--- src/rtl/assert_macros.svh ---
// Assertion macros shared by the RTL; compiled out when SYNTH is set.
// Depends on nothing; users must have a clock and reset in scope.
`ifndef ASSERT_MACROS_SVH
`define ASSERT_MACROS_SVH
`ifndef SYNTH
`define FRT_ASSERT(lbl, prop) \
   lbl: assert property (@(posedge clock) disable iff (reset) prop) \
      else $error("assertion failed");
`define FRT_ASSERT_ALWAYS(lbl, prop) \
   lbl: assert property (@(posedge clock) prop) else $error("assertion failed");
`else
`define FRT_ASSERT(lbl, prop)
`define FRT_ASSERT_ALWAYS(lbl, prop)
`endif
`endif

--- src/rtl/frt_pkg.sv ---
// Shared constants and types for the least-loaded flow router.
// No dependencies.
`timescale 1ns / 1ps
package frt_pkg;
   localparam int TABLE_ENTRIES = 256;
   localparam int NUM_ACTORS    = 8;
   localparam int TBL_AW        = $clog2(TABLE_ENTRIES);
   localparam int ACT_W         = 3;
   localparam int LOAD_W        = 9;
   localparam int KEY_W         = 64;
   localparam int CNT_W         = 4;
   localparam logic [LOAD_W-1:0] LOAD_MAX = '1;
   localparam logic [CNT_W-1:0] ACNT_RESET = CNT_W'(NUM_ACTORS);

   localparam logic [1:0] REQ_ASSIGN  = 2'd0;
   localparam logic [1:0] REQ_RELEASE = 2'd1;
   localparam logic [1:0] REQ_RR      = 2'd2;

   localparam logic [2:0] ST_NEW      = 3'd0;
   localparam logic [2:0] ST_FOUND    = 3'd1;
   localparam logic [2:0] ST_RELEASED = 3'd2;
   localparam logic [2:0] ST_MISS     = 3'd3;
   localparam logic [2:0] ST_FULL     = 3'd4;

   // running minimum handed from cell to cell
   typedef struct packed {
      logic              found;
      logic [LOAD_W-1:0] load;
      logic [ACT_W-1:0]  idx;
   } chain_type;

   typedef struct packed {
      logic active;
      logic inc;
      logic dec;
   } cell_ctl_type;
endpackage

--- src/rtl/frt_cell.sv ---
// One actor cell: holds a saturating load count and takes part in the
// registered minimum chain. Depends on frt_pkg.
`timescale 1ns / 1ps
module frt_cell import frt_pkg::*; (
   input  logic             clock,
   input  logic             reset,
   input  logic [ACT_W-1:0] cell_idx,
   input  cell_ctl_type     ctl,
   input  chain_type        chain_in,
   output chain_type        chain_out
);
   logic [LOAD_W-1:0] load_ff, load_in;
   chain_type         chain_ff, chain_in_sel;

   always_comb begin
      load_in = load_ff;
      if (ctl.inc && load_ff != LOAD_MAX) begin
         load_in = load_ff + LOAD_W'(1);
      end else if (ctl.dec && load_ff != '0) begin
         load_in = load_ff - LOAD_W'(1);
      end
      // strict less-than keeps the lower index on ties
      chain_in_sel = chain_in;
      if (ctl.active && (!chain_in.found || load_ff < chain_in.load)) begin
         chain_in_sel = '{found: 1'b1, load: load_ff, idx: cell_idx};
      end
   end

   always_ff @(posedge clock) begin
      if (reset) begin
         load_ff  <= '0;
         chain_ff <= '0;
      end else begin
         load_ff  <= load_in;
         chain_ff <= chain_in_sel;
      end
   end

   assign chain_out = chain_ff;
endmodule

--- config.mk ---
export PLATFORM = sky130hd
export DESIGN_NAME = frt_cell
export DESIGN_NICKNAME = d
export VERILOG_FILES = /design/src/rtl/assert_macros.svh /design/src/rtl/frt_pkg.sv /design/src/rtl/frt_cell.sv
export SDC_FILE = /design/constraint.sdc
export NUM_CORES = 1
export LEC_CHECK = 0
export ABC_AREA = 0
export BUFFER_PORTS_ARGS = -buffer_cell sky130_fd_sc_hd__buf_2
export CAP_MARGIN = 40
export CORE_MARGIN = 3
export CORE_UTILIZATION = 53
export CTS_CLUSTER_DIAMETER = 100
export DETAILED_ROUTE_END_ITERATION = 8
export PLACE_DENSITY_LB_ADDON = 0.12
export SYNTH_ARGS = -nofsm -noshare
export SYNTH_HDL_FRONTEND = slang
export SYNTH_SLANG_ARGS = --single-unit
export TNS_END_PERCENT = 10
--- constraint.sdc ---
create_clock -name clock -period 2.9 [get_ports clock]
set_input_delay 0.29 -clock clock [delete_from_list [all_inputs] [get_ports clock]]
set_output_delay 0.29 -clock clock [all_outputs]
set_load 0.02 [all_outputs]
### Word-level counts from Yosys, hierarchy flattened

Index checks and enable logic that the tools add are counted.

* bits in registers: 22
* bits of input ports: 21
* output and inout bits: 13
* logic and storage cells: 18

* add/subtract/negate cells: 2
* order comparisons: 1
* equal/unequal tests: 1
* multiplexer cells: 3
* reduce and logical (&&, ||, !) cells: 7

Operators with widths (number)
* $mux 9: 2
* $mux 13: 1
* $add 9x1->9 const B: 1
* $lt 9x9->1: 1
* $ne 9x9->1 const B: 1
* $reduce_bool 9->1: 1
* $sub 9x1->9 const B: 1
* $logic_and 1x1->1: 3
* $reduce_bool 2->1: 1
* $logic_not 1->1: 1
* $logic_or 1x1->1: 1

### Longest topological paths before layout

Gate-level depths: netlist of run 1.

* word-level depth: 4
* gate-level depth with buffers: 10

### Worst setup path after synthesis of run 1

OpenSTA, ideal clock, no wires.

* path type: register -> register
* from: register load_ff[0]
* to: register load_ff[8]
* setup time: 124 ps
* arrival time: 2341 ps
* required time: 2776 ps
* setup slack: 435 ps
* cell stages (with the launch flop): 10
* period minus slack after synthesis: 2465 ps
* cells stage by stage: dfxtp_1 > nand4_1 > o31ai_4 > inv_1 > fa_1 > nor2b_1 > o2111ai_1 > a32oi_1 > mux2i_1 > o21ai_0

* word-level cells in the longest chain between the ends: 3
* elaborated cells between the ends (all ways): 9
* those cells by class: 2 x add/sub; 1 x eq/ne; 2 x mux; 4 x reduce/logical

Ends and longest elaborated chain
* start, declared: line frt_cell.sv:12 `logic [LOAD_W-1:0] load_ff, load_in;`
* start signal, assigned: line frt_cell.sv:34 `load_ff <= load_in;`
* $sub 9x1->9, or another cell as far along: line frt_cell.sv:20 `load_in = load_ff - LOAD_W'(1);`
* $mux 9, or another cell as far along: line frt_cell.sv:19 `end else if (ctl.dec && load_ff != '0) begin`
* $mux 9 / $reduce_bool 2->1 (equally long branches)

Parallel ways exist; a longest one is shown, timed or not. The select of a mux whose other input is x is not followed.
A chain may end at the register's enable or synchronous reset.

### Final worst setup path of run 1

* from: register load_ff[0]
* to: register load_ff[7]

The elaborated chain is that of the path after synthesis.

==> impl_summary.log, run 1 <==
INFO  metric die_h = 58.8 um
INFO  metric portBuffers = 33
INFO  metric count_of_antenna_diodes_in_the_layout = 0
INFO  metric worst_ep_arrival_time = about 2.8 ns
INFO  metric fill_cells = 220
INFO  metric total_of_endpoints_with_negative_setup_slack_in_the_final_report = 0
INFO  metric drtAntennaViolNets = 0
INFO  metric grt_antenna_before_repair = 0
INFO  metric worst_skew_pair.late_latency = 0.30 ns
INFO  metric run_status = finished clean
INFO  metric num_vias = ~1.3k
INFO  metric ys_dominant_reg_cell = sky130_fd_sc_hd__dfxtp_1
INFO  metric sequential_cell_area = 440 um^2
INFO  metric finalWirelength = about 3.0 mm
INFO  metric drt-initial-drc-count = 18
INFO  metric timing.slew.headroom = ~68%
INFO  metric synth-edff-count = 0
INFO  metric place_hpwl = roughly 2.4 mm
INFO  metric drc = 0
INFO  metric cts_tree = yes
INFO  metric area_growth_syn_to_layout = 16.0%
INFO  metric synth_async_sr_flop_share = 0%
INFO  metric cts_setup_buffers = 0
INFO  metric fmaxAchievable = 0.390 GHz
INFO  metric cts.sinks = 22
INFO  metric critPathSlowestCell = sky130_fd_sc_hd__dfxtp_1
INFO  metric first_global_vias = 1247
INFO  metric yosysSeqAreaShare = between 20 and 30%
INFO  metric grt_first_pass_wirelength = 5.18 mm
INFO  metric endpoint_kind = flip-flop
INFO  metric grt_setup_unrepaired = no
INFO  metric globalplace.congestion = 0.821
INFO  metric cts-buffers-inserted = 3
INFO  metric clock_path_buffers = 2
INFO  metric clock_tree.htree_level_count = 1
INFO  metric ctsRootBufferMaster = sky130_fd_sc_hd__clkbuf_4
INFO  metric post_cts_resize_count = 0
INFO  metric synth_cell_type_count = 36
INFO  metric layout.cells.most_common = sky130_fd_sc_hd__buf_2
INFO  metric fp.coreArea = 2570 um^2
INFO  metric grt_max_degree = 35
INFO  metric cap_viol_max_count = 0
INFO  metric std_cell_rows = 18
INFO  metric groute.usage.overall = between 10% and 20%
INFO  metric synthesis.instances = 166
INFO  metric post_route_cells_drive_above_1_share = between 20% and 30%
INFO  metric cts.clk_slew.worst_paths = 0.12 ns
INFO  metric vias_per_cell = 5.41
INFO  metric floorplan.io_pins = 34
INFO  metric p_leak = 0.000849 uW
INFO  metric hold_viol = 0
INFO  metric peakVddDrop = 0.501 mV
INFO  metric hp-class = input port to flip-flop
INFO  metric stage_delay_of_the_slowest_cell_on_the_critical_path = 0.49 ns
INFO  metric postSynthNetCount = 203
INFO  metric worst_margin_pin_slew = 0.476 ns
INFO  metric setup_clock_skew_after_layout = 0.00864 ns
INFO  metric post-route-period-util = about nine tenths
INFO  metric worst_path_most_repeated_cell = sky130_fd_sc_hd__o31ai_4
INFO  metric design.die.area = 3460 um^2
INFO  metric globalRouteOverflowTotal = 0
INFO  metric setup.worst_path.class = flip-flop to flip-flop
INFO  metric wire_per_inst = approximately 13 um
INFO  metric critPathLaunchType = flip-flop
INFO  metric synthesis.area = between 1000 and 1500 um^2
INFO  metric design_power_total = 1330 uW
INFO  metric power.density = 778 nW/um^2
INFO  metric cts_hold_buffers = 0
INFO  metric starting_density_of_the_core = just under 60%
INFO  metric timing_max_transition_violations_final = 0
INFO  metric yosysWarningCount = 0
INFO  metric floorplan_die_width = 58.8 um
INFO  metric worstPathMaxFanout = 10
INFO  metric timing.critical_path.required = 3.10 ns
INFO  metric synth_seq_cells = 22
INFO  metric final_cell_mix = sky130_fd_sc_hd__buf_2 (33), sky130_fd_sc_hd__nand2b_1 (24), sky130_fd_sc_hd__dfxtp_1 (22)
INFO  metric avgSynthCellArea = 8.91 um^2
INFO  metric path_cells = nand4_1 -> o31ai_4 -> buf_4 -> ha_1 -> a21oi_1 -> o31ai_4 -> nor4_1 -> o21ai_0 -> a311oi_1
INFO  metric period_needed = 2.56 ns
INFO  metric fin_tns_setup = 0 ns
INFO  metric multiInputGateArea = about 960 um^2
INFO  metric first_pass_iters = 4
INFO  metric design.final.nets = 241
layer usage:
layer	global-route usage, %	share of wire [%]	vias up
met5	0	0	-
met4	6.47	0.76	0
met3	1.75	4.3	2
met2	34.5	49	30
met1	22.8	46	577
li1	-	-	645
final cells by class:
cell class              instances  share of cell area [%]
flip-flops and latches         22                    25.7
multi-input cells             125                    56.2
inverters                      15                    3.28
clock buffers                   3                    1.31
well taps                      30                    2.19
repair buffers                 37                    11.4
Yosys cell counts, drive strengths merged, types with 2 or more instances:
cell type,number,area [um^2]
nor4,2,12.5
clkbuf,3,11.3
or3,2,12.5
o31ai,2,42.5
nor2,15,56.3
nand2,7,33.8
nand2b,24,150
ha,15,188
xnor2,5,43.8
o21ai,10,50.0
dfxtp,22,440
a21oi,7,38.8
inv,15,56.3
mux2i,18,180
stage by stage:
step	utilization, %	setup slack [ns]	cells	instance area [um^2]	hold slack (ns)
2_1_floorplan	-	0.435	166	1480	0.406
6_report	66.8	0.338	232	1720	0.217
5_1_grt	66.8	0.0350	232	1720	0.227
4_1_cts	66.8	0.322	232	1720	0.208
3_3_place_gp	65.9	0.547	229	1690	0.516
3_5_place_dp	65.9	0.345	229	1690	0.527
path summary, 6_finish.rpt:
check	end	cells after the start	slack, ns	startpoint
worst min-delay path	chain_out[12]	3	0.22	chain_in[12]
worst max register to register	load_ff[7]	9	0.34	load_ff[0]
worst min register to register	chain_out[7]	2	0.58	load_ff[4]
worst max-delay path	load_ff[7]	9	0.34	load_ff[0]
kinds of logic (layout without fill, tap and decap cells):
logic type,count (synthesis),after routing,synth area share [%]
fa+ha+maj,16,16,14.0
compound gates,28,28,14.4
simple gates,57,57,21.0
mux,18,18,12.2
xor+xnor,6,6,3.55
buf+inv,19,55,5.08
flops,22,22,29.8
registers in the layout, summed over array words and instances, names as in the netlist:
| register | count |
|---|---|
| chain_out | 13 |
| load_ff | 9 |
report_power, final:
group | switching (uW) | total, uW | internal (uW)
Sequential | 79.1 | 469 | 390
Combinational | 402 | 732 | 330
Clock | 84.6 | 133 | 48.3
worst max-delay path, delay by kind of cell, from the launching register on:
kind            cells  cell delay, ns
simple gates        2            0.41
compound gates      5            1.05
buf+inv             1            0.22
flops               1            0.49
fa+ha+maj           1            0.29
(Power assumes the default switching activity.)
==> inputs of run 2 (changes only) <==
--- a/config.mk
+++ b/config.mk
@@ -13,6 +13,7 @@
 export CTS_CLUSTER_DIAMETER = 100
 export DETAILED_ROUTE_END_ITERATION = 8
 export PLACE_DENSITY_LB_ADDON = 0.12
+export RECOVER_POWER = 50
 export SYNTH_ARGS = -nofsm -noshare
 export SYNTH_HDL_FRONTEND = slang
 export SYNTH_SLANG_ARGS = --single-unit
==> constraint.sdc (replaced) <==
create_clock -name clock -period 2.8 [get_ports clock]
set_input_delay 0.28 -clock clock [delete_from_list [all_inputs] [get_ports clock]]
set_output_delay 0.28 -clock clock [all_outputs]
set_load 0.02 [all_outputs]
==> impl_summary.log, run 2 (synthesized netlist as in run 1, its figures left out) <==
INFO  metric path_delay_family = compound AO/OA/AOI/OAI gates
INFO  metric stage_delay_of_the_slowest_cell_on_the_critical_path = 0.49 ns
INFO  metric critPathSlowestCell = sky130_fd_sc_hd__dfxtp_1
INFO  metric std_cell_rows = 18
INFO  metric place_hpwl = about 2.3 mm
INFO  metric total_of_endpoints_with_negative_setup_slack_in_the_final_report = 0
INFO  metric fin_tns_setup = 0 ns
INFO  metric cts-buffers-inserted = 3
INFO  metric globalplace.congestion = 0.834
INFO  metric first_global_vias = 1176
INFO  metric fill_cells = about 230
INFO  metric multiInputGateArea = 963 um^2
INFO  metric area_growth_syn_to_layout = 16.3%
INFO  metric critical_path_buf_inv_count = 1
INFO  metric ctsRootBufferMaster = sky130_fd_sc_hd__clkbuf_4
INFO  metric cts_setup_buffers = 0
INFO  metric worst_margin_pin_slew = 1.11 ns
INFO  metric hp-class = input port to flip-flop
INFO  metric num_vias = 1247
INFO  metric power.density = roughly 800 nW/um^2
INFO  metric worst_skew_pair.late_latency = 0.31 ns
INFO  metric design.final.nets = 242
INFO  metric fp.coreArea = 2570 um^2
INFO  metric setup.worst_path.class = flip-flop to flip-flop
INFO  metric peakVddDrop = 0.496 mV
INFO  metric clock_tree.htree_level_count = 1
INFO  metric largest_reg_flops = 13
INFO  metric count_of_antenna_diodes_in_the_layout = 0
INFO  metric timing.slew.headroom = 26.3%
INFO  metric fmaxAchievable = between 0.3 and 0.4 GHz
INFO  metric grt_setup_unrepaired = no
INFO  metric starting_density_of_the_core = 57.6%
INFO  metric portBuffers = 33
INFO  metric cts.clk_slew.worst_paths = 0.12 ns
INFO  metric post_route_cells_drive_above_1_share = 17.2%
INFO  metric timing_max_transition_violations_final = 0
INFO  metric cap_viol_max_count = 0
INFO  metric cts_tree = yes
INFO  metric layout.cells.most_common = sky130_fd_sc_hd__nand2b_1
INFO  metric cts_hold_buffers = 0
INFO  metric wire_per_inst = 12.5 um
INFO  metric final_cell_mix = sky130_fd_sc_hd__nand2b_1 (24), sky130_fd_sc_hd__dfxtp_1 (21), sky130_fd_sc_hd__buf_2 (19)
INFO  metric pre_cts_ws = ~0.25 ns
INFO  metric period_needed = 2.53 ns
INFO  metric critPathLaunchType = flip-flop
INFO  metric endpoint_kind = flip-flop
INFO  metric grt_first_pass_wirelength = 4.89 mm
INFO  metric p_leak = slightly above 0.0008 uW
INFO  metric vias_per_cell = 5.33
INFO  metric run_status = finished clean
INFO  metric groute.usage.overall = 17.8%
INFO  metric timing.critical_path.required = 3.01 ns
INFO  metric reg2reg_setup_slack = 0.27 ns
INFO  metric grt_max_degree = 35
INFO  metric clock_path_buffers = 2
INFO  metric cts.sinks = 22
INFO  metric first_pass_iters = 4
INFO  metric floorplan_die_width = ~59 um
INFO  metric worst_ep_arrival_time = about 2.8 ns
INFO  metric globalRouteOverflowTotal = 0
INFO  metric path_cells = nand3_1 -> o31ai_4 -> buf_4 -> ha_1 -> a21oi_1 -> o31ai_4 -> nor4_1 -> o21ai_0 -> a311oi_1
INFO  metric drc = 0
INFO  metric finalWirelength = between 2 and 3 mm
INFO  metric post-route-period-util = 90.5%
INFO  metric sequential_cell_area = 442 um^2
INFO  metric hold_viol = 0
INFO  metric worst_path_most_repeated_cell = sky130_fd_sc_hd__o31ai_4
INFO  metric final.hold.worst_slack = 0.206 ns
INFO  metric drt-initial-drc-count = 27
INFO  metric setup_clock_skew_after_layout = 0.00512 ns
INFO  metric floorplan.io_pins = 34
INFO  metric drtAntennaViolNets = 0
INFO  metric timing.final.ws_setup = 0.267 ns
INFO  metric design.die.area = 3460 um^2
INFO  metric grt_antenna_before_repair = 0
INFO  metric worstPathMaxFanout = 10
INFO  metric die_h = 58.8 um
[run 2: layer usage]
| layer | vias to the layer above | track usage, % | part of all wire [%] |
|---|---|---|---|
| met2 | 26 | 32.6 | 49 |
| met4 | 0 | 7.12 | 1.4 |
| li1 | 645 | - | - |
| met1 | 572 | 21.0 | 45 |
| met3 | 4 | 1.54 | 4.5 |
| met5 | - | 0 | 0 |
[run 2: what timing repair did]
| item | CTS | global route |
|---|---|---|
| endpoints found under the hold margin | 0 | 0 |
| gates resized for setup | 0 | 1 |
| endpoints found under the setup margin | 0 | 1 |
[run 2: path summary, 6_finish.rpt]
| path | from | to | cells past startpoint |
|---|---|---|---|
| setup / recovery | load_ff[2] | load_ff[7] | 9 |
| hold / removal | cell_idx[2] | chain_out[2] | 3 |
| setup reg to reg | load_ff[2] | load_ff[7] | 9 |
| hold reg to reg | load_ff[4] | chain_out[7] | 2 |
[run 2: power by group]
part / internal (uW) / leakage [uW] / switching (uW)
clock network: 79.5 / 0.0000210 / 97.6
logic: 335 / 0.000606 / 416
registers: 405 / 0.000183 / 74.8
[run 2: worst reg2reg max path: stages, from the launching register on]
cell and delay, ns:
sky130_fd_sc_hd__dfxtp_1 0.49, sky130_fd_sc_hd__nand3_1 0.17, sky130_fd_sc_hd__o31ai_4 0.21, sky130_fd_sc_hd__buf_4 0.22
sky130_fd_sc_hd__ha_1 0.28, sky130_fd_sc_hd__a21oi_1 0.27, sky130_fd_sc_hd__o31ai_4 0.12, sky130_fd_sc_hd__nor4_1 0.26
sky130_fd_sc_hd__o21ai_0 0.14, sky130_fd_sc_hd__a311oi_1 0.28
[run 2: cell type report]
cell class | count | share of cell area, %
Clock buffer | 4 | 2.11
Multi-Input combinational cell | 125 | 56.0
Sequential cell | 22 | 25.7
Inverter | 15 | 3.27
Tap cell | 30 | 2.18
Timing Repair Buffer | 38 | 10.8
[run 2: through the flow]
stage,power (uW),cells,utilization (%),instance area (um^2)
2_1_floorplan,1050,166,-,1480
3_3_place_gp,1220,230,66.2,1700
3_5_place_dp,1250,230,66.2,1700
4_1_cts,1430,234,67.6,1740
5_1_grt,1520,234,67.0,1720
6_report,1410,234,67.0,1720
