<file path="src/rtl/assert_macros.svh">
// Assertion macros shared by the RTL; compiled out when SYNTH is set.
// Depends on nothing; users must have a clock and reset in scope.
`ifndef ASSERT_MACROS_SVH
`define ASSERT_MACROS_SVH
`ifndef SYNTH
`define FRT_ASSERT(lbl, prop) \
   lbl: assert property (@(posedge clock) disable iff (reset) prop) \
      else $error("assertion failed");
`define FRT_ASSERT_ALWAYS(lbl, prop) \
   lbl: assert property (@(posedge clock) prop) else $error("assertion failed");
`else
`define FRT_ASSERT(lbl, prop)
`define FRT_ASSERT_ALWAYS(lbl, prop)
`endif
`endif

</file>
<file path="src/rtl/frt_ram.sv">
// Generic simple dual-port RAM, one write and one registered read port.
// No dependencies.
`timescale 1ns / 1ps
module frt_ram #(
   parameter int WIDTH = 8,
   parameter int DEPTH = 16
) (
   input  logic                     clock,
   input  logic                     wr_en,
   input  logic [$clog2(DEPTH)-1:0] wr_addr,
   input  logic [WIDTH-1:0]         wr_data,
   input  logic [$clog2(DEPTH)-1:0] rd_addr,
   output logic [WIDTH-1:0]         rd_data
);
   logic [WIDTH-1:0] mem_ff [DEPTH];
   logic [WIDTH-1:0] rd_data_ff;

   always_ff @(posedge clock) begin
      if (wr_en) begin
         mem_ff[wr_addr] <= wr_data;
      end
      rd_data_ff <= mem_ff[rd_addr];
   end

   assign rd_data = rd_data_ff;
endmodule

</file>
<file path="config.mk">
export PLATFORM = sky130hd
export DESIGN_NAME = frt_ram
export DESIGN_NICKNAME = d
export VERILOG_FILES = /design/src/rtl/assert_macros.svh /design/src/rtl/frt_ram.sv
export SDC_FILE = /design/constraint.sdc
export NUM_CORES = 1
export LEC_CHECK = 0
export ABC_CLOCK_PERIOD_IN_PS = 2200
export BUFFER_PORTS_ARGS = -buffer_cell sky130_fd_sc_hd__buf_4
export CORE_MARGIN = 2
export CORE_UTILIZATION = 60
export CTS_CLUSTER_DIAMETER = 200
export DETAILED_ROUTE_END_ITERATION = 6
export HOLD_SLACK_MARGIN = 0.12
export PLACE_DENSITY = 0.85
export SYNTH_ARGS = -nofsm -noshare
export SYNTH_HDL_FRONTEND = slang
export SYNTH_SLANG_ARGS = --single-unit
export TNS_END_PERCENT = 5
</file>
<file path="constraint.sdc">
create_clock -name clock -period 2.2 [get_ports clock]
set_input_delay 0.22 -clock clock [delete_from_list [all_inputs] [get_ports clock]]
set_output_delay 0.22 -clock clock [all_outputs]
set_load 0.02 [all_outputs]
</file>
# Word-level counts from Yosys, hierarchy flattened
# Memory sizes are Yosys's and may differ from the RTL's. A register that Yosys moved wholly into a read port is not among the register bits.
# Index checks and enable logic that the tools add are counted.
[totals] mem_count=1 input_bits=18 rom_bits=0 latchBits=0 out_inout_bits=8 reg_bits=0 ram_bits=128 wordCells=3
[classes] eq_ne=0 order_cmp=0 bitwise_logic=0 div_mod_pow=0 add_sub_neg=0 multipliers=0 shift=0 mux=2 reduce_logical=0
[mem_list] name="mem_ff" depth=16 width=8 read_ports=1 rd_ports_with_merged_regs=1 wr=1 line="frt_ram.sv:15" rtl="logic [WIDTH-1:0] mem_ff [DEPTH];"
[op_table] cell="$mux 1" count=2

# Logic depth before layout (Yosys ltp)
# Gate-level depths: netlist of the first run.
[logic_depth] word_depth=2 mapped_depth=5 mapped_depth_nobuf=3

# Least setup slack after synthesis of the first run
# Ideal clock, no wire load.
[synth_path] kind="input -> register" start="input port wr_addr[2]" end="memory mem_ff[0][0] (enable)" required_time_ns=1.817 path_stages=2 setup_ns=0.383 arrival_time_ns=1.330 n_path_buf=0 slack_ns=0.487 cell_sequence="or3b_2 nor3_1"
[synth_lines] element="from (decl)" line="frt_ram.sv:10" rtl="input logic [$clog2(DEPTH)-1:0] wr_addr,"
[synth_lines] element="to (decl)" line="frt_ram.sv:15"
# Straight into the memory's write port.

==> summary.md, run 1 <==
| Metric | Value |
|---|---|
| Global route total overflow | `0` |
| Status | `finished, final reports clean` |
| DRC errors left | `0` |
| Detailed Place HPWL | `approximately 6000 um` |
| Initial antenna violation count | `0` |
| Vias in the first global route | `2604` |
| H-tree depth | `4` |
| Leak | `about 2.1 nW` |
| CTS Buf Count | `17` |
| Synth Net Count | `247` |
| Gate Count Post-Synth | `229` |
| TritonRoute pass-1 iters | `5` |
| Area growth from synthesis to layout | `19.8%` |
| Clk_skew | `0.00965 ns` |
| Worst reg2reg setup slack | `0.78 ns` |
| Die Width | `96.6 um` |
| Netlist cell types | `19` |
| Hold/Removal Path Class | `primary input to flop` |
| Yosys reg bits | `136` |
| Slowest CP cell | `mux4_1` |
| Post-CTS Resized | `0` |
| Startpoint Class | `flop` |
| PD cells | `948 mW/mm^2` |
| Sequential cell area fraction in the yosys report | `roughly 78%` |
| Worst path arrival time | `1.81 ns` |
| CP peak stage delay | `roughly 0.58 ns` |
| CTS tree | `done` |
| Clock Tree Buf Depth | `2` |
| Crit-path leading delay family | `multiplexers` |
| Routed via count | `between 2000 and 3000` |
| Total length of routed wires | `approximately 11000 um` |
| Core Area | `0.00826 sq mm` |
| Required @ worst endpoint | `roughly 2.6 ns` |
| Clock tree sinks | `approximately 140` |
| Setup TNS | `0 ns` |
| Synth top area cells | `edfxtp_1 (75%), mux4_2 (7.9%), mux4_1 (7.1%)` |
| Total power | `5.85 mW` |
| GRT Util Overall | `25.4%` |
| Post-route ant nets | `0` |
| Endpoints failing hold | `0` |
| # port buffers | `25` |
| Clock Latency Late Sink | `0.51 ns` |
| Yosys warns | `0` |
| Root Buffer | `clkbuf_8` |
| Post-placement cell count | `368` |
| Nets | `308` |
| Initial detailed-routing violation count | `370` |
| Maximum clock frequency | `between 700 and 800 MHz` |
| Mapped Area | `0.00515 sq mm` |
| Clk slew on worst S/H paths | `0.06 ns` |
| Fin Hold WS | `0.236 ns` |
| First-pass GRT wire length | `about 17000 um` |
| Yosys top cell area share | `around 75%` |
| Rows | `33` |
| Maximum VDD drop | `612 uV` |
| Non-filler cells, final | `408` |
| Full die area | `roughly 0.0093 sq mm` |
| Largest net degree at the start of global routing | `33` |
| DR WL/cell | `between 20 and 30 um` |
| IO Pins | `26` |
| Antenna diodes | `0` |
| Routed vias/inst | `6.44` |
| Endpoints failing setup | `0` |
| CP Class | `flop to flop` |
| GP Congestion | `0.823` |
| Effective utilization at floorplan | `between 60 and 70%` |
| Maxcap violations | `0` |
| CP endpoint kind | `flop` |
| Crit path buffers/inverters | `0` |
| CP cell instances | `mux4_1 > a22oi_1 > nand2_1` |
| Count of final max-slew check failures | `0` |
| Crit-path max FO | `1` |
| Area leader, netlist | `edfxtp_1` |
| Final Cycle Share | `64.6%` |
| Max-slew headroom | `46.8%` |
| Syn Area/Cell | `22.5 sq um` |
| Layout cells sized above 1 | `30.0%` |
| Measured slew at the worst slew-check pin | `0.796 ns` |
| Die Span Y | `96.6 um` |
| RSZ-0062 raised after global routing | `false` |
| Final min period | `1.42 ns` |
timing repair:
item | CTS | global route
setup buffers | 0 | 0
endpoints found under the hold margin | 128 | 0
hold buffers | 8 | 0
state kept, by name (all words and copies together), names as in the netlist:
name	count
rd_data	8
mem_ff	128
layout by cell type (no fill, tap or decap), types with 8 or more instances in the layout:
cell / n
edfxtp_1: 128
buf_4: 43
mux4_2: 18
a22oi_1: 16
clkbuf_16: 16
mux4_1: 14
nor2_1: 13
nand2_1: 9
dlygate4sd3_1: 8
dfxtp_1: 8
area by class of cell:
| class | instances | area, sq um |
|---|---|---|
| clock buffer | 18 | 418 |
| clock inverter | 14 | 134 |
| fill | 431 | 2090 |
| multi-input combinational | 83 | 1060 |
| sequential | 136 | 4000 |
| tap | 105 | 131 |
| timing repair buffer | 52 | 423 |
cell usage after synthesis:
library cell / instances
a22oi_1: 16
and2_1: 1
and2b_1: 1
buf_2: 3
buf_4: 1
buf_6: 3
clkdlybuf4s25_2: 3
dfxtp_1: 8
edfxtp_1: 128
mux4_1: 14
mux4_2: 18
nand2_1: 9
nand2b_1: 2
nand3_1: 1
nand3b_1: 2
nor2_1: 13
nor2b_1: 1
nor3_1: 4
or3b_2: 1
worst paths after layout:
path	cells after the start	endpoint	from
setup reg to reg	3	rd_data[3]$_DFF_P_	mem_ff[1][3]$_DFFE_PP_
setup / recovery	3	rd_data[3]$_DFF_P_	mem_ff[1][3]$_DFFE_PP_
hold reg to reg	3	rd_data[1]$_DFF_P_	mem_ff[12][1]$_DFFE_PP_
hold / removal	3	mem_ff[4][5]$_DFFE_PP_	wr_addr[0]
worst reg2reg max path: cells and delay by family, from the launching register on:
family,cells,cell delay [ns]
compound gates,1,0.21
mux,1,0.58
simple gates,1,0.07
flops,1,0.45
kinds of logic after synthesis:
family / after synthesis / synth area share (%)
AOI/OAI and AO/OA: 16 / 2.33
muxes: 32 / 15.0
DFF: 136 / 77.8
buffers and inverters: 10 / 1.68
and+or+nand+nor: 35 / 3.18
per-stage QoR:
stage               worst slack [ns]  utilization, %  area, sq um
floorplan                      0.487               -         5150
global placement               0.490            67.0         5540
detailed placement             0.441            67.0         5540
CTS                            0.830            74.7         6170
global route                   0.742            74.7         6170
finish                         0.778            74.7         6170
power breakdown:
group	internal [mW]	switching (mW)
registers	2.90	0.0220
clock network	1.59	1.02
logic	0.142	0.176
layer usage:
| metal | wire length (um) | global-route usage (%) | part of all wire (%) | up-vias |
|---|---|---|---|---|
| met2 | 5350 | 37.9 | 48 | 173 |
| met4 | 319 | 9.75 | 2.9 | 0 |
| met1 | 4300 | 36.3 | 39 | 1331 |
| li1 | - | - | - | 1094 |
| met3 | 1140 | 7.37 | 10 | 30 |
| met5 | 0 | 0 | 0 | - |
No activity file was read; power rests on OpenSTA's default activity.
==> inputs of run 2 (changes only) <==
ABC_AREA = 1   (was unset)
ABC_CLOCK_PERIOD_IN_PS = 1420   (was 2200)
CORE_UTILIZATION = 61   (was 60)
PLACE_DENSITY = 0.86   (was 0.85)
clock period = 1.42 ns   (was 2.2 ns; I/O delays follow)
==> summary.md, run 2 <==
| Metric | Value |
|---|---|
| Clock tree sinks | `136 (unchanged)` |
| Final min period | `around 1.4 ns` |
| Leak | `3.02 nW (+43%)` |
| Sequential cell area fraction in the yosys report | `69.4% (-8.4 points)` |
| CTS tree | `done` |
| Area leader, netlist | `edfxtp_1` |
| Clock Tree Buf Depth | `2 (unchanged)` |
| Effective utilization at floorplan | `62.7% (+0.37 points)` |
| Reg area | `0.00400 sq mm (unchanged)` |
| Global route total overflow | `0 (unchanged)` |
| Filler cells | `524 (+22%)` |
| Post-Place Cell Area | `0.00614 sq mm (+11%)` |
| Synth top area cells | `edfxtp_1 (67%), nand2_1 (11%), nand3_1 (8.4%)` |
| Clk_skew | `0.00961 ns (-0.0000405 ns)` |
| Maximum clock frequency | `740 MHz` |
| Failing checks | `DRC` |
| GP Congestion | `0.846 (+2.9%)` |
| PD cells | `1450 mW/mm^2 (+53%)` |
| Post-CTS Resized | `0 (unchanged)` |
| Core Area | `0.00920 sq mm (+11%)` |
| GRT Util Overall | `30.6% (+5.2 points)` |
| Most frequent cells in the layout | `nand2_1 (173), edfxtp_1 (128), inv_1 (100)` |
| Clock Latency Late Sink | `0.52 ns (about the same)` |
| Yosys top cell area share | `66.7% (-8.0 points)` |
| Status | `complete, but fails checks` |
| H-tree depth | `4 (unchanged)` |
| Post-placement cell count | `686 (+86%)` |
| Area growth from synthesis to layout | `19.4%` |
| Maximum VDD drop | `881 uV (+44%)` |
| Startpoint Class | `primary input` |
| Post-synth top flop | `edfxtp_1` |
| Routed via count | `4272 (+63%)` |
| Biggest register | `mem_ff` |
| Max reg flops | `128 (unchanged)` |
| Die Width | `101 um (+4.8%)` |
| Endpoints failing setup | `0 (unchanged)` |
| Initial antenna violation count | `0 (unchanged)` |
| Area occupied by multi-input gates | `0.00121 sq mm (+15%)` |
| RSZ-0062 raised after global routing | `false` |
| # port buffers | `25 (unchanged)` |
| DRC errors left | `2 (+2)` |
| Initial detailed-routing violation count | `687 (+86%)` |
| First-pass GRT wire length | `22700 um (+36%)` |
| Top-count cell post-synth | `nand2_1` |
| Routed vias/inst | `5.87 (-8.9%)` |
| Yosys warns | `0 (unchanged)` |
| Synth Net Count | `569 (+130%)` |
| Required @ worst endpoint | `1.88 ns (-0.71 ns)` |
| Most frequent cells after synthesis | `nand2_1 (173), edfxtp_1 (128), inv_1 (100), nand3_1 (97), nor2_1 (17)` |
| CP Class | `primary input to flop` |
| Final instance area | `0.00689 sq mm (+12%)` |
| IO Pins | `26 (unchanged)` |
| CTS Buf Count | `17 (unchanged)` |
| Non-filler cells, final | `728 (+78%)` |
| Post-route ant nets | `0 (unchanged)` |
| Final Cycle Share | `between 90% and 100%` |
| Endpoints failing hold | `0 (unchanged)` |
| Asr flop ratio synth | `0% (unchanged)` |
| Hold/Removal Path Class | `primary input to flop` |
| Root Buffer | `clkbuf_8` |
| Yosys reg bits | `136 (unchanged)` |
| Layout cells sized above 1 | `12.6% (-17 points)` |
| Number of synthesized flops with an enable pin | `128 (unchanged)` |
| Mapped Area | `0.00577 sq mm (+12%)` |
| Max-slew headroom | `56.8% (+10 points)` |
| Setup TNS | `0 ns (unchanged)` |
| Netlist cell types | `12 (-7)` |
| TritonRoute pass-1 iters | `7 (+2)` |
| Total length of routed wires | `14400 um (+30%)` |
| Nets | `622 (+100%)` |
| Detailed Place HPWL | `7720 um (+27%)` |
| Gate Count Post-Synth | `551 (+140%)` |
| Clk slew on worst S/H paths | `0.06 ns (about the same)` |
| Setup ws final | `0.0688 ns (-0.709 ns)` |
| Measured slew at the worst slew-check pin | `0.648 ns (-0.148 ns)` |
| Crit-path max FO | `21 (+20)` |
| Count of final max-slew check failures | `0 (unchanged)` |
| Maxcap violations | `0 (unchanged)` |
| Fin Hold WS | `0.190 ns (-0.0452 ns)` |
| Worst path arrival time | `1.81 ns (about the same)` |
| Largest net degree at the start of global routing | `35 (+6.1%)` |
| Rows | `35 (+6.1%)` |
| Antenna diodes | `0 (unchanged)` |
| Most common cell after layout, fill and taps aside | `nand2_1` |
| Syn Area/Cell | `10.5 sq um (-53%)` |
| Vias in the first global route | `4222 (+62%)` |
| Setup WS pre-CTS | `0.158 ns (-0.283 ns)` |
| Die Span Y | `101 um (+4.8%)` |
| CP endpoint kind | `flop` |
| Full die area | `0.0102 sq mm (+9.8%)` |
| DR WL/cell | `19.8 um (-27%)` |
-- run 2: report_power, final --
part,total (mW),internal (mW),switching [mW]
Combinational,0.664,0.218,0.446
Sequential,4.52,4.49,0.0302
Clock,4.83,3.20,1.64
Total,10.0,7.90,2.11
-- run 2: kinds of logic (layout without fill, tap and decap cells) --
group / Yosys count / in the layout / synth area share [%]
buf+inv: 126 / 192 / 9.52
flops: 136 / 136 / 69.4
simple gates: 289 / 289 / 21.0
-- run 2: repair_timing --
item | 4_1_cts | 5_1_grt
hold endpoints to repair | 136 | 0
hold buffers | 10 | 0
setup buffers | 0 | 0
-- run 2: layout make-up --
type / count / share of cell area [%]
well taps: 111 / 2.02
clock inverters: 13 / 3.29
flip-flops and latches: 136 / 58.2
clock buffers: 19 / 6.12
multi-input cells: 289 / 17.6
inverters: 102 / 5.56
repair buffers: 58 / 7.23
-- run 2: metrics by stage --
step                      util [%]  power (mW)
after floorplan                  -        4.94
after global placement        66.7        5.17
after detailed placement      66.7        5.20
after CTS                     74.9        9.99
after global routing          74.9        10.2
final                         74.9        10.0
-- run 2: path summary, 6_finish.rpt --
| check | startpoint | end | slack [ns] | cells after the start |
|---|---|---|---|---|
| min reg2reg | mem_ff[13][2]$_DFFE_PP_ | rd_data[2]$_DFF_P_ | 0.66 | 6 |
| max reg2reg | mem_ff[1][7]$_DFFE_PP_ | rd_data[7]$_DFF_P_ | 0.21 | 6 |
| min | rd_addr[2] | rd_data[2]$_DFF_P_ | 0.19 | 5 |
| max | rd_addr[1] | rd_data[7]$_DFF_P_ | 0.07 | 7 |
-- run 2: critical path, cell delays in order --
cell and delay (ns):
dlygate4sd3_1 0.54, buf_4 0.22, buf_4 0.31, nand3_1 0.12, nand3_1 0.10, nand3_1 0.22, nand2_1 0.14
-- run 2: layer usage --
metal | GRT usage (%) | vias up | wire, um
met2 | 46.7 | 341 | 6830
met5 | 0 | - | 0
met3 | 7.59 | 76 | 1710
met1 | 40.6 | 1981 | 5170
met4 | 16.9 | 0 | 742
li1 | - | 1874 | -
==> inputs of run 3 (changes only) <==
RECOVER_POWER = 50   (was unset)
==> summary.md, run 3 (synthesized netlist as in run 2, its figures left out) <==
| Metric | Value |
|---|---|
| Status | `finished, final reports clean` |
| Routed vias/inst | `5.91 (+0.70%)` |
| Global route total overflow | `0 (unchanged)` |
| Post-route ant nets | `0 (unchanged)` |
| Startpoint Class | `primary input` |
| H-tree depth | `4 (unchanged)` |
| Setup TNS | `0 ns (unchanged)` |
| Clock Latency Late Sink | `0.52 ns (about the same)` |
| Crit-path max FO | `21 (unchanged)` |
| DRC errors left | `0 (-2)` |
| Endpoints failing setup | `0 (unchanged)` |
| RSZ-0062 raised after global routing | `false` |
| CP endpoint kind | `flop` |
| Maximum VDD drop | `876 uV (-0.55%)` |
| CTS Buf Count | `17 (unchanged)` |
| Leak | `2.95 nW (-2.3%)` |
| GRT Util Overall | `30.6% (unchanged)` |
| Measured slew at the worst slew-check pin | `0.885 ns (+0.237 ns)` |
| Antenna diodes | `0 (unchanged)` |
| Vias in the first global route | `4222 (unchanged)` |
| CP Class | `primary input to flop` |
| Largest net degree at the start of global routing | `35 (unchanged)` |
| TritonRoute pass-1 iters | `5 (-2)` |
| First-pass GRT wire length | `22700 um (unchanged)` |
| Nets | `622 (unchanged)` |
| CTS tree | `done` |
| Area growth from synthesis to layout | `18.3%` |
| Die Width | `101 um (unchanged)` |
| Total length of routed wires | `14500 um (+0.27%)` |
| Total power | `9.99 mW (-0.22%)` |
| Detailed Place HPWL | `7720 um (unchanged)` |
| Maximum clock frequency | `740 MHz (about the same)` |
| Most frequent cells in the layout | `nand2_1 (173), edfxtp_1 (128), inv_1 (100)` |
| Clk_skew | `0.0114 ns (+0.00179 ns)` |
| Final Cycle Share | `95.2% (about the same)` |
| DR WL/cell | `19.9 um (+0.27%)` |
| Initial antenna violation count | `0 (unchanged)` |
| Effective utilization at floorplan | `62.7% (unchanged)` |
| Setup Buffers After CTS | `0 (unchanged)` |
| Maxcap violations | `0 (unchanged)` |
| # port buffers | `25 (unchanged)` |
| Die Span Y | `101 um (unchanged)` |
| Endpoints failing hold | `0 (unchanged)` |
| Layout cells sized above 1 | `9.89% (-2.8 points)` |
| Clock tree sinks | `136 (unchanged)` |
| Count of final max-slew check failures | `0 (unchanged)` |
| Max-slew headroom | `41.0% (-16 points)` |
| Initial detailed-routing violation count | `659 (-4.1%)` |
| Clk slew on worst S/H paths | `0.06 ns (about the same)` |
| PD cells | `1470 mW/mm^2 (+0.72%)` |
| Final min period | `1.35 ns (+0.000210 ns)` |
| GP Congestion | `0.846 (unchanged)` |
| Root Buffer | `clkbuf_8` |
| Filler cells | `543 (+3.6%)` |
| IO Pins | `26 (unchanged)` |
| Max reg flops | `128 (unchanged)` |
| Core Area | `0.00920 sq mm (unchanged)` |
| Rows | `35 (unchanged)` |
| Routed via count | `4302 (+0.70%)` |
| Final core occ | `74.2% (-0.69 points)` |
| Most common cell after layout, fill and taps aside | `nand2_1` |
| Full die area | `0.0102 sq mm (unchanged)` |
| Clock Tree Buf Depth | `2 (unchanged)` |
| Required @ worst endpoint | `1.87 ns (about the same)` |
| Worst path arrival time | `1.80 ns (about the same)` |
| Biggest register | `mem_ff` |
| Hold/Removal Path Class | `primary input to flop` |
[run 3: cell count changes in the layout (fill, tap and decap cells not counted), sizes merged]
cell / change
buf: -17
clkbuf: +17
[run 3: worst paths after layout]
kind                                start                  to  slack [ns]  depth (start not counted)
hold reg to reg   mem_ff[13][2]$_DFFE_PP_  rd_data[2]$_DFF_P_        0.66                          6
hold / removal                 rd_addr[2]  rd_data[2]$_DFF_P_        0.19                          5
setup / recovery               rd_addr[1]  rd_data[7]$_DFF_P_        0.07                          7
setup reg to reg   mem_ff[1][7]$_DFFE_PP_  rd_data[7]$_DFF_P_        0.21                          6
[run 3: worst max-delay path, stage by stage]
cell and delay, ns:
dlygate4sd3_1 0.54, buf_4 0.22, buf_4 0.31, nand3_1 0.12, nand3_1 0.11, nand3_1 0.22, nand2_1 0.14
[run 3: final cells by class]
class                   count  area [sq um]  share of cell area (%)
inverters                 102           383                    5.61
flip-flops and latches    136          4000                    58.7
clock inverters            13           226                    3.32
repair buffers             58           434                    6.36
well taps                 111           139                    2.04
multi-input cells         289          1210                    17.8
clock buffers              19           422                    6.18
[run 3: where the power goes]
part	leakage, nW	total (mW)	switching (mW)	internal [mW]
combinational	1.42	0.651	0.445	0.206
sequential	1.22	4.52	0.0303	4.49
clock	0.311	4.82	1.62	3.20
total	2.95	9.99	2.10	7.89
[run 3: timing repair]
action                                 in CTS  in global routing
endpoints found under the hold margin     136                  0
gates resized for setup                     0                  0
hold buffers                               10                  0
[run 3: metrics by stage]
step | hold WS, ns | area (sq um) | cells | setup slack [ns]
final | 0.190 | 6820 | 728 | 0.0686
after global routing | 0.194 | 6820 | 728 | 0.0680
after CTS | 0.170 | 6890 | 728 | 0.194
after detailed placement | 0.469 | 6140 | 686 | 0.158
after global placement | 0.462 | 6140 | 686 | 0.147
after floorplan | 0.241 | 5770 | 551 | 0.327
[run 3: routing by layer]
metal / GRT usage, % / vias up / share of wire [%]
li1: - / 1875 / -
met1: 40.6 / 1992 / 37
met2: 46.7 / 349 / 47
met3: 7.59 / 86 / 11
met4: 16.9 / 0 / 5.5
met5: 0 / - / 0
